**src/rtl/tkdlp_pkg.sv**
```systemverilog
// ----------------------------------------------------------------------------
// Two-key debounce package
// Shared types, register codes and helpers for the two-key debounce,
// long-press and auto-repeat unit.
// ----------------------------------------------------------------------------
`default_nettype none

package tkdlp_pkg;

    localparam int unsigned TickW = 16;
    localparam int unsigned CfgIdxW = 2;

    localparam logic [TickW-1:0] DebounceReset  = 16'd20;
    localparam logic [TickW-1:0] LongPressReset = 16'd1000;
    localparam logic [TickW-1:0] RepeatReset    = 16'd200;

    typedef enum logic [CfgIdxW-1:0] {
        CFG_DEBOUNCE   = 2'd0,
        CFG_LONG_PRESS = 2'd1,
        CFG_REPEAT     = 2'd2
    } cfg_idx_t;

    typedef enum logic [1:0] {
        PH_DEBOUNCE   = 2'd0,
        PH_LONG       = 2'd1,
        PH_REPEAT     = 2'd2,
        PH_UP_PENDING = 2'd3
    } phase_t;

    typedef enum logic [1:0] {
        EV_DOWN        = 2'd0,
        EV_UP          = 2'd1,
        EV_LONG_PRESS  = 2'd2,
        EV_LONG_REPEAT = 2'd3
    } ev_kind_t;

    typedef struct packed {
        logic key1_pressed;
        logic key0_pressed;
    } in_t;

    typedef struct packed {
        logic       key_id;
        logic [1:0] event_kind;
    } out_t;

    // Event produced by one tick, handed from the core to the output stage.
    typedef struct packed {
        logic valid;
        out_t data;
    } res_t;

    // A period register of zero still gives the shortest period.
    function automatic logic [TickW-1:0] period_of(input logic [TickW-1:0] r);
        return (r == '0) ? TickW'(1) : r;
    endfunction

endpackage

`default_nettype wire

```
**src/rtl/two_key_debounce_long_press_repeat_unit.sv**
```systemverilog
// An event is registered in the output stage before it shows on out_valid.
// One tick per cycle while in_stall is low; the core is combinational.
// A two-entry output stage (register plus skid) keeps input open while one
// event waits; in_stall rises only when both entries hold events.
// Reset: asynchronous, active low; registers return to 20/1000/200 ticks,
// the slot is freed, both keys read as released and no event is pending.
// ----------------------------------------------------------------------------
// Two-key debounce, long-press and auto-repeat unit
// Top level: tick input channel, configuration port and event output stage.
// ----------------------------------------------------------------------------
`default_nettype none

module two_key_debounce_long_press_repeat_unit
    import tkdlp_pkg::*;
(
    input  wire logic               clk,
    input  wire logic               rst_n,
    input  wire logic               cfg_write,
    input  wire logic [CfgIdxW-1:0] cfg_index,
    input  wire logic [TickW-1:0]   cfg_data,
    input  wire logic               in_valid,
    output logic                    in_stall,
    input  wire in_t                in_data,
    output logic                    out_valid,
    input  wire logic               out_stall,
    output out_t                    out_data
);

    logic tick;
    res_t res;

    logic out_valid_reg;
    out_t out_data_reg;
    logic skid_valid_reg;
    out_t skid_data_reg;

    assign in_stall  = skid_valid_reg;
    assign tick      = in_valid && !in_stall;
    assign out_valid = out_valid_reg;
    assign out_data  = out_data_reg;

    tkdlp_core u_core (
        .clk       (clk),
        .rst_n     (rst_n),
        .cfg_write (cfg_write),
        .cfg_index (cfg_index),
        .cfg_data  (cfg_data),
        .tick      (tick),
        .item      (in_data),
        .res       (res)
    );

    // The skid entry only fills while the output register is full and stalled,
    // so it is always older than any new event.
    always_ff @(posedge clk or negedge rst_n) begin
        if (!rst_n) begin
            out_valid_reg  <= 1'b0;
            skid_valid_reg <= 1'b0;
        end
        else if (!out_valid_reg || !out_stall) begin
            if (skid_valid_reg) begin
                out_valid_reg  <= 1'b1;
                skid_valid_reg <= 1'b0;
            end
            else begin
                out_valid_reg <= tick && res.valid;
            end
        end
        else if (tick && res.valid) begin
            skid_valid_reg <= 1'b1;
        end
    end

    always_ff @(posedge clk) begin
        if (!out_valid_reg || !out_stall) begin
            out_data_reg <= skid_valid_reg ? skid_data_reg : res.data;
        end
        else if (tick && res.valid) begin
            skid_data_reg <= res.data;
        end
    end

endmodule

`default_nettype wire

```
**src/rtl/tkdlp_core.sv**
```systemverilog
// ----------------------------------------------------------------------------
// Two-key debounce core
// Holds the configuration and the slot state, and works out each tick
// combinationally: edges of both keys first, then the countdown.
// ----------------------------------------------------------------------------
`default_nettype none

module tkdlp_core
    import tkdlp_pkg::*;
(
    input  wire logic               clk,
    input  wire logic               rst_n,
    input  wire logic               cfg_write,
    input  wire logic [CfgIdxW-1:0] cfg_index,
    input  wire logic [TickW-1:0]   cfg_data,
    input  wire logic               tick,
    input  wire in_t                item,
    output res_t                    res
);

    logic [TickW-1:0] debounce_reg;
    logic [TickW-1:0] long_press_reg;
    logic [TickW-1:0] repeat_reg;

    logic [1:0]       prev_reg;
    logic             busy_reg, busy_next;
    logic             claimed_reg, claimed_next;
    phase_t           phase_reg, phase_next;
    logic [TickW-1:0] count_reg, count_next;

    always_ff @(posedge clk or negedge rst_n) begin
        if (!rst_n) begin
            debounce_reg   <= DebounceReset;
            long_press_reg <= LongPressReset;
            repeat_reg     <= RepeatReset;
        end
        else if (cfg_write) begin
            unique case (cfg_index)
                CFG_DEBOUNCE:   debounce_reg   <= cfg_data;
                CFG_LONG_PRESS: long_press_reg <= cfg_data;
                CFG_REPEAT:     repeat_reg     <= cfg_data;
                default:        ;
            endcase
        end
    end

    always_comb begin
        logic [1:0]       levels;
        logic             loaded;
        logic             held;
        logic [TickW-1:0] dec;

        levels       = {item.key1_pressed, item.key0_pressed};
        loaded       = 1'b0;
        busy_next    = busy_reg;
        claimed_next = claimed_reg;
        phase_next   = phase_reg;
        count_next   = count_reg;
        res          = '0;

        // Key 0 is handled before key 1, so a shared press goes to key 0.
        for (int i = 0; i < 2; i++) begin
            if (levels[i] && !prev_reg[i]) begin
                if (!busy_next) begin
                    busy_next    = 1'b1;
                    claimed_next = 1'(i);
                    phase_next   = PH_DEBOUNCE;
                    count_next   = period_of(debounce_reg);
                    loaded       = 1'b1;
                end
                else if (claimed_next == 1'(i) && phase_next == PH_DEBOUNCE) begin
                    count_next = period_of(debounce_reg);
                    loaded     = 1'b1;
                end
            end
            else if (!levels[i] && prev_reg[i]) begin
                if (busy_next && claimed_next == 1'(i)
                    && (phase_next == PH_LONG || phase_next == PH_REPEAT)) begin
                    phase_next = PH_UP_PENDING;
                    count_next = TickW'(1);
                    loaded     = 1'b1;
                end
            end
        end

        dec  = count_next - TickW'(1);
        held = levels[claimed_next];

        if (!loaded && count_next != '0) begin
            count_next = dec;
            if (dec == '0 && busy_next) begin
                res.data.key_id = claimed_next;
                res.valid       = 1'b1;
                unique case (phase_next)
                    PH_DEBOUNCE: begin
                        if (held) begin
                            phase_next          = PH_LONG;
                            count_next          = period_of(long_press_reg);
                            res.data.event_kind = EV_DOWN;
                        end
                        else begin
                            busy_next = 1'b0;
                            res.valid = 1'b0;
                        end
                    end
                    PH_LONG: begin
                        if (held) begin
                            phase_next          = PH_REPEAT;
                            count_next          = period_of(repeat_reg);
                            res.data.event_kind = EV_LONG_PRESS;
                        end
                        else begin
                            busy_next           = 1'b0;
                            res.data.event_kind = EV_UP;
                        end
                    end
                    PH_REPEAT: begin
                        if (held) begin
                            count_next          = period_of(repeat_reg);
                            res.data.event_kind = EV_LONG_REPEAT;
                        end
                        else begin
                            busy_next           = 1'b0;
                            res.data.event_kind = EV_UP;
                        end
                    end
                    default: begin
                        busy_next           = 1'b0;
                        res.data.event_kind = EV_UP;
                    end
                endcase
            end
        end
    end

    always_ff @(posedge clk or negedge rst_n) begin
        if (!rst_n) begin
            prev_reg    <= '0;
            busy_reg    <= 1'b0;
            claimed_reg <= 1'b0;
            phase_reg   <= PH_DEBOUNCE;
            count_reg   <= '0;
        end
        else if (tick) begin
            prev_reg    <= {item.key1_pressed, item.key0_pressed};
            busy_reg    <= busy_next;
            claimed_reg <= claimed_next;
            phase_reg   <= phase_next;
            count_reg   <= count_next;
        end
    end

endmodule

`default_nettype wire

```
**config.mk**
```make
export PLATFORM = sky130hd
export DESIGN_NAME = two_key_debounce_long_press_repeat_unit
export DESIGN_NICKNAME = d
export VERILOG_FILES = /design/src/rtl/tkdlp_pkg.sv /design/src/rtl/two_key_debounce_long_press_repeat_unit.sv /design/src/rtl/tkdlp_core.sv
export SDC_FILE = /design/constraint.sdc
export NUM_CORES = 1
export LEC_CHECK = 0
export BUFFER_PORTS_ARGS = -buffer_cell sky130_fd_sc_hd__buf_4
export CELL_PAD_IN_SITES_DETAIL_PLACEMENT = 1
export CELL_PAD_IN_SITES_GLOBAL_PLACEMENT = 1
export CORE_MARGIN = 2
export CORE_UTILIZATION = 30
export CTS_BUF_LIST = sky130_fd_sc_hd__clkbuf_4
export CTS_CLUSTER_SIZE = 10
export DETAILED_ROUTE_END_ITERATION = 12
export PLACE_DENSITY_LB_ADDON = 0.1
export SLEW_MARGIN = 10
export SYNTH_ARGS = -nofsm -noshare
export SYNTH_HDL_FRONTEND = slang
export SYNTH_HIERARCHICAL = 1
export SYNTH_SLANG_ARGS = --single-unit
```
**constraint.sdc**
```tcl
create_clock -name clk -period 11.5 [get_ports clk]
set_input_delay 3.45 -clock clk [delete_from_list [all_inputs] [get_ports clk]]
set_output_delay 3.45 -clock clk [all_outputs]
set_load 0.02 [all_outputs]
```
### Yosys cells after proc, flatten, opt, wreduce, memory -nomap -nowiden

Index checks and enable logic that the tools add are counted.
Widths: inputs -> output; s select.

| storage, ports and cells | value |
|---|---|
| register bits | 78 |
| input port bits | 25 |

| cells by class | value |
|---|---|
| $add $sub $neg | 1 |
| reductions and logical operators | 41 |
| magnitude comparators | 1 |
| bitwise operators | 2 |
| equal/unequal tests | 8 |
| mux-type cells | 64 |

Operators with widths:

| operator | number |
|---|---|
| $mux 16 | 17 |
| $logic_not 16->1 | 4 |
| $pmux 16 s2 | 1 |
| $mux 2 | 14 |
| $mux 1 | 27 |
| $reduce_bool 16->1 | 1 |
| $sub 16x1->16 const B | 1 |
| $logic_and 1x1->1 | 14 |
| $eq 2x1->1 const B | 4 |
| $eq 2x2->1 const B | 4 |
| $logic_not 1->1 | 8 |
| $logic_not 2->1 | 4 |
| $mux 4 | 2 |
| $reduce_and 2->1 | 4 |
| $pmux 2 s3 | 1 |
| $pmux 2 s2 | 1 |
| $logic_or 1x1->1 | 3 |
| $mux 3 | 1 |
| $reduce_or 3->1 | 1 |
| $lt 1x2->1 const B | 1 |
| $not 1->1 | 2 |
| $reduce_bool 2->1 | 1 |
| $reduce_or 2->1 | 1 |

### Logic depth before layout (Yosys ltp)

| depth | value |
|---|---|
| depth after elaboration | 20 |
| gate-level depth with buffers | 23 |
| gate-level depth less buffers | 23 |

### Cells and area by module

The synthesis kept the hierarchy.

By module, submodules not included:

| module | area each (um^2) | times used | cells an instance |
|---|---|---|---|
| tkdlp_core | 4865.9 | 1 | 493 |
| two_key_debounce_long_press_repeat_unit | 297.8 | 1 | 17 |

### Worst setup path before layout

No wires, ideal clock.

| timing path | value |
|---|---|
| path kind | in2reg |
| start | in in_data[0] (netlist name) |
| end | reg skid_data_reg[0] (netlist name) (enable) |
| slack | 3.832 ns |
| data required time | 11.196 ns |
| arrival | 7.364 ns |
| path buffers | 0 |
| library setup time | 0.304 ns |
| stages | 19 |
| path through | nand4b_2 -> nor2_2 -> a21oi_1 -> ha_1 -> nand3_1 -> o21ai_4 -> a21oi_1 -> a2bb2oi_1 -> nand2_1 -> inv_1 -> ha_1 -> inv_1 -> a31oi_2 -> a41oi_1 -> a2111oi_4 -> nand4_4 -> nor3_2 -> a21boi_0 -> and4_1 |

RTL lines:

| item | RTL line | RTL |
|---|---|---|
| start: declaration | two_key_debounce_long_press_repeat_unit.sv:23 | `input wire in_t in_data,` |
| end signal: assignment | two_key_debounce_long_press_repeat_unit.sv:79 | `skid_data_reg <= res.data;` |
| end: declaration | two_key_debounce_long_press_repeat_unit.sv:35 | `out_t skid_data_reg;` |

### Worst setup path after layout

| timing path | value |
|---|---|
| start | in in_data[0] (netlist name) |
| end | reg u_core.count_reg[2] |

| between the ends | value |
|---|---|
| longest elaborated chain between the ends | 15 |

Ends and longest elaborated chain:

| item | RTL line | RTL |
|---|---|---|
| $logic_not 1->1 | tkdlp_core.sv:76 | `else if (!levels[i] && prev_reg[i]) begin` |
| $logic_and 1x1->1 | tkdlp_core.sv:76 |  |
| $mux 2 | tkdlp_core.sv:76 |  |
| $mux 2 | tkdlp_core.sv:63 | `if (levels[i] && !prev_reg[i]) begin` |
| $eq 2x1->1 / $eq 2x2->1 (equally long branches) | tkdlp_core.sv:78 | `&& (phase_next == PH_LONG \|\| phase_next == PH_REPEAT)) begin` |
| $logic_or 1x1->1 | tkdlp_core.sv:78 |  |
| $logic_and 1x1->1 | tkdlp_core.sv:78 |  |
| $mux 16 / $mux 2 (equally long branches) | tkdlp_core.sv:77 | `if (busy_next && claimed_next == 1'(i)` |
| $mux 16 / $mux 2 (equally long branches) | tkdlp_core.sv:76 |  |
| $mux 16 / $mux 2 (equally long branches) | tkdlp_core.sv:63 |  |
| $sub 16x1->16, or another cell as far along | tkdlp_core.sv:86 | `dec = count_next - TickW'(1);` |
| $logic_not 16->1, or another cell as far along | tkdlp_core.sv:91 | `if (dec == '0 && busy_next) begin` |
| $logic_and 1x1->1 / $pmux 16 s2 (equally long branches) | tkdlp_core.sv:91, tkdlp_core.sv:94 |  |
| $mux 16 | tkdlp_core.sv:91 |  |
| $mux 16 * | tkdlp_core.sv:89 | `if (!loaded && count_next != '0) begin` |
| end signal: assignment | tkdlp_core.sv:149 | `count_reg <= count_next;` |
| end: declaration | tkdlp_core.sv:29 | `logic [TickW-1:0] count_reg, count_next;` |

Mark *: on every way between the ends. The rest lies on a longest branch, timed or not. The select of a mux whose other input is x is not followed.
A chain may end at the register's enable or synchronous reset.

==> results.json <==
{
  "outcome": "finished, final reports clean",
  "start_util_pct": 30.9,
  "cts_tree": "done",
  "cp.required_ns": 11.85,
  "critPathArrivalTime_ns": 8.98,
  "syn_nets": 543,
  "drc": 0,
  "hpwl_mm": 13.2,
  "routedWlPerCell_um": 23.0,
  "hold-path-cell-count": 1,
  "port_buffers": 29,
  "cts_made_buffers": 9,
  "die_x_um": 135,
  "synth_top_family_by_area": "compound AO/OA/AOI/OAI gates",
  "cts_resized": 0,
  "first_global_vias": 4470,
  "final_nets": 561,
  "setup_viol": 0,
  "worstSetupStartpointType": "input pin",
  "synth_ff_type": "dfrtp_1",
  "postSynthAreaPerCell_um2": 10.1,
  "timing_max_transition_violations_final": 0,
  "period_share_pct": 75.1,
  "max_freq_mhz": 116,
  "grt.total_usage_pct": 20.0,
  "cap_violations": 0,
  "antenna_found_initial": 1,
  "gr-total-overflow": 0,
  "crit_fanout": 14,
  "critical_path_class": "in2reg",
  "synthMostInstantiatedCell": "dfrtp_1",
  "tns_ns": 0,
  "wl_mm": 17.4,
  "end_kind": "flip-flop",
  "ir_drop_mv": 0.0893,
  "clock_latency_ns": 0.47,
  "postCtsSetupRepairBufs": 0,
  "fp.coreArea_mm2": 0.0167,
  "num_vias": 4333,
  "max_slew_margin_pct": 27.7,
  "combPwrFrac_pct": 46.9,
  "clk_root_buffer_cell": "clkbuf_4",
  "synth_area_leaders": "dfrtp_1, mux2_2, dfstp_2",
  "r2r_slack_ns": 5.48,
  "synth_mux_area_share_pct": 12.2,
  "area_growth_pct": 11.3,
  "synth_xor_area_share_pct": 1.87,
  "p_int_mw": 0.652,
  "path_clk_slew_ns": 0.12,
  "synth_compound_area_share_pct": 24.3,
  "p_per_area_mw_per_mm2": 204,
  "num_rows": 47,
  "place_area_mm2": 0.00558,
  "worst-slew-pin-transition_ns": 1.08,
  "clock_power_share_pct": 17.3,
  "ys_seq_elements": 78,
  "fin_util_pct": 34.4,
  "cts_max_level": 3,
  "synth_async_sr_flop_share_pct": 92.3,
  "clock-sinks": 78,
  "p_sw_mw": 0.519,
  "synth_edf_count": 6,
  "design_area_mm2": 0.00575,
  "p_sw_share_pct": 44.3,
  "gp_congestion": 0.882,
  "synth_common_cells": "dfrtp_1, mux2_2, o21ai_0",
  "synth_top_area_cell": "dfrtp_1",
  "reg2regPathDepth": 21,
  "drive_gt1_share_pct": 29.5,
  "dr.pass1.iters": 6,
  "synth-adder-area-share_pct": 1.94,
  "pwr-share-seq_pct": 35.8,
  "cts_buffer_depth": 2,
  "hold_path.class": "reg2reg",
  "die_h_um": 135,
  "grt_pass1_wl_mm": 27.3,
  "rsz0062_at_grt": "false",
  "hold_slack_ns": 0.524,
  "leakage_nw": 2.23,
  "drt-initial-drc-count": 261,
  "cts_hold_repair.buffers": 0,
  "synth_seq_area_share_pct": 38.6,
  "hold_viol": 0,
  "skew_ns": 0.0179,
  "synth_cells": 510,
  "synth_cell_type_count": 83,
  "num_io_pins": 30,
  "drt.antenna.violating_nets": 0,
  "period_needed_ns": 8.63,
  "via_per_inst": 5.75,
  "dieArea_mm2": 0.0183,
  "syn_area_mm2": 0.00516,
  "grt_max_degree": 73,
  "yosys_warnings": 6,
  "synthSimpleGateAreaFrac_pct": 17.1,
  "synth_top_cell_area_share_pct": 29.6
}
==> metal layers <==
| layer | GRT usage [%] | vias up | routed length (um) |
|---|---|---|---|
| li1 | - | 1988 | - |
| met1 | 29.3 | 2229 | 8550 |
| met2 | 30.1 | 92 | 7730 |
| met3 | 3.25 | 24 | 717 |
| met4 | 6.19 | 0 | 366 |
| met5 | 0 | - | 0 |
==> layout by cell type, fill, tap and decap left out, drive strengths merged, types with 7 or more instances in the layout <==
cell	instances
dfstp	11
o221ai	10
inv	16
and3	13
o21ai	42
nor2	35
dfrtp	61
ha	8
nand3	16
mux2	55
xnor2	7
buf	36
a21oi	26
a31oi	14
nand2	26
nor2b	8
nor3	12
o31ai	11
nor4	14
clkbuf	10
o21a	7
==> through the flow <==
stage	instances	total power, mW	worst slack (ns)
4_1_cts	753	1.18	2.83
3_3_place_gp	737	0.965	2.60
2_1_floorplan	510	0.794	3.83
3_5_place_dp	737	0.970	2.33
6_report	754	1.17	2.87
5_1_grt	754	1.25	2.38
==> worst max-delay path, stage by stage <==
cell	delay [ns]
buf_4	0.10
nor2b_1	0.65
nand2b_4	0.12
a21oi_1	0.23
ha_1	0.22
nand3_1	0.15
o21ai_4	0.19
nand2_1	0.20
a2bb2oi_1	0.46
nand2_1	0.21
inv_1	0.12
ha_1	0.18
inv_1	0.08
a31oi_2	0.45
a41oi_1	0.27
a2111oi_4	0.41
nand4_4	0.22
nor3_2	0.73
a31oi_1	0.17
a221o_1	0.35
==> power by group through the flow <==
stage          Combinational, mW  Clock (mW)  Sequential, mW
2_1_floorplan              0.411           0           0.383
6_report                   0.550       0.203           0.419
3_5_place_dp               0.546           0           0.424
3_3_place_gp               0.541           0           0.424
4_1_cts                    0.548       0.211           0.418
5_1_grt                    0.602       0.221           0.428
==> cell families (layout without fill, tap and decap cells) <==
group,after synthesis,count (layout)
AOI/OAI and AO/OA,161,161
and+or+nand+nor,153,153
DFF,78,78
muxes,56,56
buffers and inverters,43,66
xor gates and xnor gates,11,11
adders and majority gates,8,8
other,0,1
==> final timing paths <==
| path | start | to |
|---|---|---|
| worst max-delay path | in_data[0] | u_core/count_reg[2]$_DFFE_PN0P_ |
| worst min-delay path | u_core/long_press_reg[0]$_DFFE_PN0P_ | u_core/long_press_reg[0]$_DFFE_PN0P_ |
| worst max register to register | u_core/phase_reg[0]$_DFFE_PN0P_ | u_core/count_reg[2]$_DFFE_PN0P_ |
| worst min register to register | u_core/long_press_reg[0]$_DFFE_PN0P_ | u_core/long_press_reg[0]$_DFFE_PN0P_ |
| max in group asynchronous | rst_n | u_core/count_reg[7]$_DFFE_PN0P_ |
| min in group asynchronous | rst_n | u_core/prev_reg[0]$_DFFE_PN0P_ |
==> layout make-up <==
| class | instances | area (um^2) |
|---|---|---|
| fillers | 1915 | 11000 |
| multi-input cells | 389 | 2980 |
| flip-flops and latches | 78 | 2000 |
| well taps | 220 | 275 |
| repair buffers | 36 | 270 |
| clock inverters | 6 | 92.6 |
| clock buffers | 10 | 75.1 |
| inverters | 14 | 52.6 |
| diodes | 1 | 2.50 |
Power figures use the tool's default switching activity.
